--- config.mk ---
export PLATFORM = sky130hd
export DESIGN_NAME = sorted_unique_byte_set
export DESIGN_NICKNAME = d
export VERILOG_FILES = /design/src/sv/sub_pkg.sv /design/src/sv/sub_cell.sv /design/src/sv/sorted_unique_byte_set.sv
export SDC_FILE = /design/constraint.sdc
export NUM_CORES = 2
export LEC_CHECK = 0
export BUFFER_PORTS_ARGS = -buffer_cell sky130_fd_sc_hd__buf_4
export CORE_ASPECT_RATIO = 0.75
export CORE_UTILIZATION = 59
export DETAILED_ROUTE_END_ITERATION = 10
export PLACE_DENSITY = 0.78
export SLEW_MARGIN = 20
export SYNTH_ARGS = -nofsm -noshare
export SYNTH_HDL_FRONTEND = slang
export SYNTH_SLANG_ARGS = --single-unit
--- constraint.sdc ---
create_clock -name clk -period 4.3 [get_ports clk]
set_input_delay 0.86 -clock clk [delete_from_list [all_inputs] [get_ports clk]]
set_output_delay 0.86 -clock clk [all_outputs]
set_load 0.01 [all_outputs]
--- src/sv/sub_pkg.sv ---
package sub_pkg;

	localparam int CAPACITY = 64;
	localparam int CNT_W = $clog2(CAPACITY + 1);
	localparam int KEY_W = 8;
	localparam int CMD_W = 2;
	localparam int COUNT_OUT_W = 7;

	localparam logic [CMD_W-1:0] CMD_ADD    = 2'd0;
	localparam logic [CMD_W-1:0] CMD_REMOVE = 2'd1;
	localparam logic [CMD_W-1:0] CMD_SEARCH = 2'd2;

	typedef logic signed [KEY_W-1:0] key_t;
	typedef logic [CNT_W-1:0] count_t;

	// shift control broadcast to every cell
	typedef struct packed {
		logic ins;
		logic del;
	} shift_t;

endpackage

--- src/sv/sub_cell.sv ---
module sub_cell
	import sub_pkg::*;
(
	input  logic   clk,
	input  shift_t ctl,
	input  key_t   key,
	input  logic   occupied,
	input  logic   left_below,
	input  key_t   left_key,
	input  key_t   right_key,
	output logic   below,
	output logic   match,
	output key_t   held_key
);

	key_t key_q;

	assign below    = occupied && (key_q < key);
	assign match    = occupied && (key_q == key);
	assign held_key = key_q;

	// On add or remove, cells below the sorted position keep their key; the rest shift.
	always_ff @(posedge clk) begin
		if (ctl.ins && !below) begin
			key_q <= left_below ? key : left_key;
		end else if (ctl.del && !below) begin
			key_q <= right_key;
		end
	end

endmodule

--- src/sv/sorted_unique_byte_set.sv ---
// Sorted set of up to CAPACITY distinct signed byte keys.
// Input channel (in_valid/in_ready): command (add, remove, search) and key.
// Output channel (out_valid/out_ready): success, full_reject, entry_count,
// is_empty, exactly one result transaction per input transaction.
// Every cell compares its key against the request in parallel and shifts
// toward its neighbor on add or remove, so a whole operation finishes in
// the cycle the input is accepted.
// The result is registered: out_valid rises in the cycle after input acceptance.
// Throughput: one transaction per cycle while the receiver takes results;
// the single result register accepts a new input in the same cycle its
// held result is taken.
// When the receiver stalls, the result is held and in_ready drops until
// the result is taken.
// Reset clears the count (empty set) and the output valid; key storage is
// not cleared, since only entries below the count are ever used.
module sorted_unique_byte_set
	import sub_pkg::*;
(
	input  logic                   clk,
	input  logic                   arst_n,
	input  logic                   in_valid,
	output logic                   in_ready,
	input  logic [CMD_W-1:0]       command,
	input  logic signed [KEY_W-1:0] key,
	output logic                   out_valid,
	input  logic                   out_ready,
	output logic                   success,
	output logic                   full_reject,
	output logic [COUNT_OUT_W-1:0] entry_count,
	output logic                   is_empty
);

	count_t count_q;
	logic   out_valid_q;
	logic   success_q;
	logic   full_reject_q;
	logic [COUNT_OUT_W-1:0] entry_count_q;
	logic   is_empty_q;

	logic [CAPACITY-1:0] below;
	logic [CAPACITY-1:0] match;
	key_t                cell_key [CAPACITY];

	logic   accept;
	logic   found;
	logic   is_full;
	logic   do_add;
	logic   do_remove;
	shift_t ctl;
	count_t count_next;
	logic   ok;
	logic   full_hit;

	assign in_ready = !out_valid_q || out_ready;
	assign accept   = in_valid && in_ready;
	assign found    = |match;
	assign is_full  = (count_q == count_t'(CAPACITY));

	assign do_add    = (command == CMD_ADD) && !found && !is_full;
	assign do_remove = (command == CMD_REMOVE) && found;

	assign ctl.ins = accept && do_add;
	assign ctl.del = accept && do_remove;

	always_comb begin
		count_next = count_q;
		ok         = 1'b0;
		full_hit   = 1'b0;
		case (command)
			CMD_ADD: begin
				if (!found && is_full) begin
					full_hit = 1'b1;
				end else if (!found) begin
					count_next = count_q + count_t'(1);
					ok         = 1'b1;
				end
			end
			CMD_REMOVE: begin
				if (found) begin
					count_next = count_q - count_t'(1);
					ok         = 1'b1;
				end
			end
			CMD_SEARCH: begin
				ok = found;
			end
			default: begin
				ok = 1'b0;
			end
		endcase
	end

	for (genvar i = 0; i < CAPACITY; i++) begin : g_cell
		logic occupied;
		logic left_below;
		key_t left_key;
		key_t right_key;

		assign occupied = (count_q > count_t'(i));

		if (i == 0) begin : g_first
			assign left_below = 1'b1;
			assign left_key   = key;
		end else begin : g_mid
			assign left_below = below[i-1];
			assign left_key   = cell_key[i-1];
		end

		if (i == CAPACITY - 1) begin : g_last
			assign right_key = key;
		end else begin : g_inner
			assign right_key = cell_key[i+1];
		end

		sub_cell u_cell (
			.clk        (clk),
			.ctl        (ctl),
			.key        (key),
			.occupied   (occupied),
			.left_below (left_below),
			.left_key   (left_key),
			.right_key  (right_key),
			.below      (below[i]),
			.match      (match[i]),
			.held_key   (cell_key[i])
		);
	end

	always_ff @(posedge clk or negedge arst_n) begin
		if (!arst_n) begin
			count_q     <= '0;
			out_valid_q <= 1'b0;
		end else begin
			if (accept) begin
				count_q     <= count_next;
				out_valid_q <= 1'b1;
			end else if (out_ready) begin
				out_valid_q <= 1'b0;
			end
		end
	end

	always_ff @(posedge clk) begin
		if (accept) begin
			success_q     <= ok;
			full_reject_q <= full_hit;
			entry_count_q <= COUNT_OUT_W'(count_next);
			is_empty_q    <= (count_next == '0);
		end
	end

	assign out_valid   = out_valid_q;
	assign success     = success_q;
	assign full_reject = full_reject_q;
	assign entry_count = entry_count_q;
	assign is_empty    = is_empty_q;

endmodule
==> impl_metrics.toml <==
[outcome]
status = "completed"

[critical_path]
worstSetupStartpoint = "count_q[6]"
cp.arrival_ns = 4.64
reg2reg_depth = 15
r2r_start = "count_q[6]"
endpoint_kind = "flip-flop"
crit_fanout = 16
crit_required_ns = 4.67
crit_path_start_kind = "flip-flop"
setup.worst_path.class = "flip-flop to flip-flop"

[cells_and_area]
fin_util_pct = 70.8
finalNonFillerCells = 5201
final_common_cell = "edfxtp_1"
area_growth_pct = 18.5
post-route-cell-area_um2 = 48500
drive_above_1_share_pct = 22.2
layout.nets = 4796
layout_common_cells = "edfxtp_1 (522), ha_1 (487), buf_4 (447)"

[placement]
place_hpwl_mm = 102
dp_cells = 5100
placed_area_um2 = 46600
gp_congestion = 1.04
pre_cts_slack_ns = -0.469
io_buffers = 25

[timing]
fin_setup_tns_ns = 0
max-slew-margin-rel_pct = 35.0
min_period_ns = 4.27
maxSlewViolCount = 0
final_hold_viol_count = 0
max_freq_ghz = 0.234
clock_skew_ns = 0.0292
rsz0062_at_grt = "no"
setup_viol = 0
tightestPinTransition_ns = 0.967
setup_ws_ns = 0.0325
period_share_pct = 99.2

[detailed_routing]
drt-total-wl_mm = 135
antenna_left = 0
drtIter0Drc = 4646
via_per_inst = 6.61
dr.pass1.iters = 5
wl_per_cell_um = 26.0
route.detailed.drc = 0
via_count = 34400

[hold_path]
hold_path.class = "primary input to asynchronous set/reset pin"

[yosys]
syn_area_um2 = 40900
synth_top_family_by_area = "multiplexers"
synthAdderAreaFrac_pct = 15.9
yosys.cell_types.count = 79
yosys.area_share.simple_pct = 11.9
synth.avg_cell_area_um2 = 10.6
ys_ff_latch = 530
yosysSeqAreaShare_pct = 38.8
synth_compound_area_share_pct = 12.1
synth_edf_count = 522
synth_mux_area_share_pct = 18.1
synthArstFlopShare_pct = 1.51
synth_cells = 3874
yosysWarnings = 0
yosys.area_share.xor_xnor_pct = 0
synth_nets = 4407
synthFlopType = "edfxtp_1"

[cts]
clock_path_buffers = 3
cts.sinks = 530
cts_tree = "built"
insertion_delay_ns = 0.66
numCtsBuffers = 53
path_clk_slew_ns = 0.07
htreeDepth = 2
root_buffer = "clkbuf_16"

[die]
dieArea_um2 = 70400
ioPinCount = 26
die_x_um = 306
initial_core_util_pct = 59.7
die_h_um = 230
coreArea_um2 = 68400
std_cell_rows = 83

[global_routing]
grt_max_degree = 45
antenna_found_initial = 4
track_usage_pct = 38.0
grt_pass1_vias = 33200
grt-ovfl-total = 0
grt_pass1_wl_mm = 202

[run]
cap_violations = 0

[power_and_ir_drop]
ir_drop_v = 0.000357
leakagePower_nw = 18.9
powerDensity_nw_per_um2 = 338
## through the flow
stage | hold slack, ns | power (mW)
3_5_place_dp | 0.557 | 11.5
3_3_place_gp | 0.541 | 11.3
6_report | 0.0554 | 16.4
5_1_grt | 0.0537 | 16.9
4_1_cts | 0.0430 | 16.2
2_1_floorplan | 0.522 | 9.28
## worst paths after layout
path | slack, ns | to
setup reg to reg | 0.03 | g_cell[49].u_cell.held_key[0]
setup / recovery | 0.03 | g_cell[49].u_cell.held_key[0]
min in group clk | 0.42 | out_valid
hold reg to reg | 0.56 | out_valid
max in group asynchronous | 4.04 | count_q[1]
hold / removal | 0.06 | count_q[6]
## cells by family (layout without fill, tap and decap cells)
family / count (synthesis) / count (layout)
AO/OA/AOI/OAI: 860 / 860
adder cells (fa/ha/maj): 519 / 519
buffers and inverters: 323 / 757
flip-flops: 530 / 530
multiplexers: 694 / 694
other: 0 / 1
AND/OR/NAND/NOR: 948 / 948
## layer usage
metal	global-route usage (%)	wire, um
met3	9.67	16700
met1	54.4	56800
met4	14.5	5330
met5	0	30
met2	54.9	56400
## cell usage after synthesis (all sizes together), types with 5 or more instances
| library cell | n | area share (%) |
|---|---|---|
| o21ai | 430 | 5.3 |
| a21o | 16 | 0.29 |
| inv | 159 | 1.5 |
| or4 | 10 | 0.19 |
| and3 | 12 | 0.18 |
| nand2b | 44 | 0.67 |
| nand4 | 70 | 1.1 |
| nor4b | 8 | 0.21 |
| a211oi | 11 | 0.20 |
| or3 | 7 | 0.11 |
| clkbuf | 112 | 1.0 |
| mux2 | 341 | 9.5 |
| edfxtp | 522 | 38 |
| dfrtp | 8 | 0.49 |
| o31ai | 11 | 0.20 |
| o21a | 130 | 2.4 |
| nor2 | 221 | 2.9 |
| nor2b | 55 | 0.84 |
| a31oi | 29 | 0.44 |
| or2 | 9 | 0.14 |
| nor3 | 21 | 0.31 |
| and2 | 6 | 0.092 |
| nand2 | 351 | 3.2 |
| o22ai | 34 | 0.52 |
| a21oi | 166 | 2.1 |
| buf | 52 | 0.62 |
| nor4 | 26 | 0.43 |
| ha | 519 | 16 |
| mux2i | 352 | 8.6 |
| a2111oi | 5 | 0.11 |
| nand3 | 95 | 1.2 |
## critical path: stages, from the launching register on
cell and delay [ns]:
dfrtp_1 0.48, or4_4 0.59, buf_4 0.19, nor2_1 0.30, a2bb2oi_1 0.24, buf_4 0.16, o41ai_1 0.16, nor4_1 0.33
buf_4 0.18, and4_2 0.27, and3_2 0.28, buf_4 0.28, o21ai_1 0.13, buf_4 0.20, nand2_1 0.08, o21ai_0 0.12
## area by class of cell
type / count / area [um2]
Tap cell: 892 / 1120
Multi-Input combinational cell: 3021 / 24800
Timing Repair Buffer: 498 / 4370
Clock buffer: 66 / 1420
Inverter: 159 / 623
Sequential cell: 530 / 15900
Clock inverter: 34 / 279
Antenna cell: 1 / 2.50
Fill cell: 4822 / 20000
## sequential cells by signal (all words and copies together) (netlist names)
| register | cells |
|---|---|
| count_q | 7 |
| entry_count | 7 |
| full_reject | 1 |
| g_cell.u_cell.held_key | 512 |
| is_empty | 1 |
| out_valid | 1 |
| success | 1 |
## power by group
group          switching [mW]  leakage (nW)  internal (mW)  total (mW)
Sequential              0.315          4.87           6.03        6.35
Combinational            3.01          13.2           2.26        5.27
Clock                    2.20         0.827           2.58        4.78
Total                    5.52          18.9           10.9        16.4
## repair_timing
action | CTS | global route
setup buffers | 0 | 0
pin swaps | 0 | 2
resized for setup | 8 | 28
hold buffers | 0 | 0
endpoints found under the setup margin | 543 | 903
(Power assumes the default switching activity.)
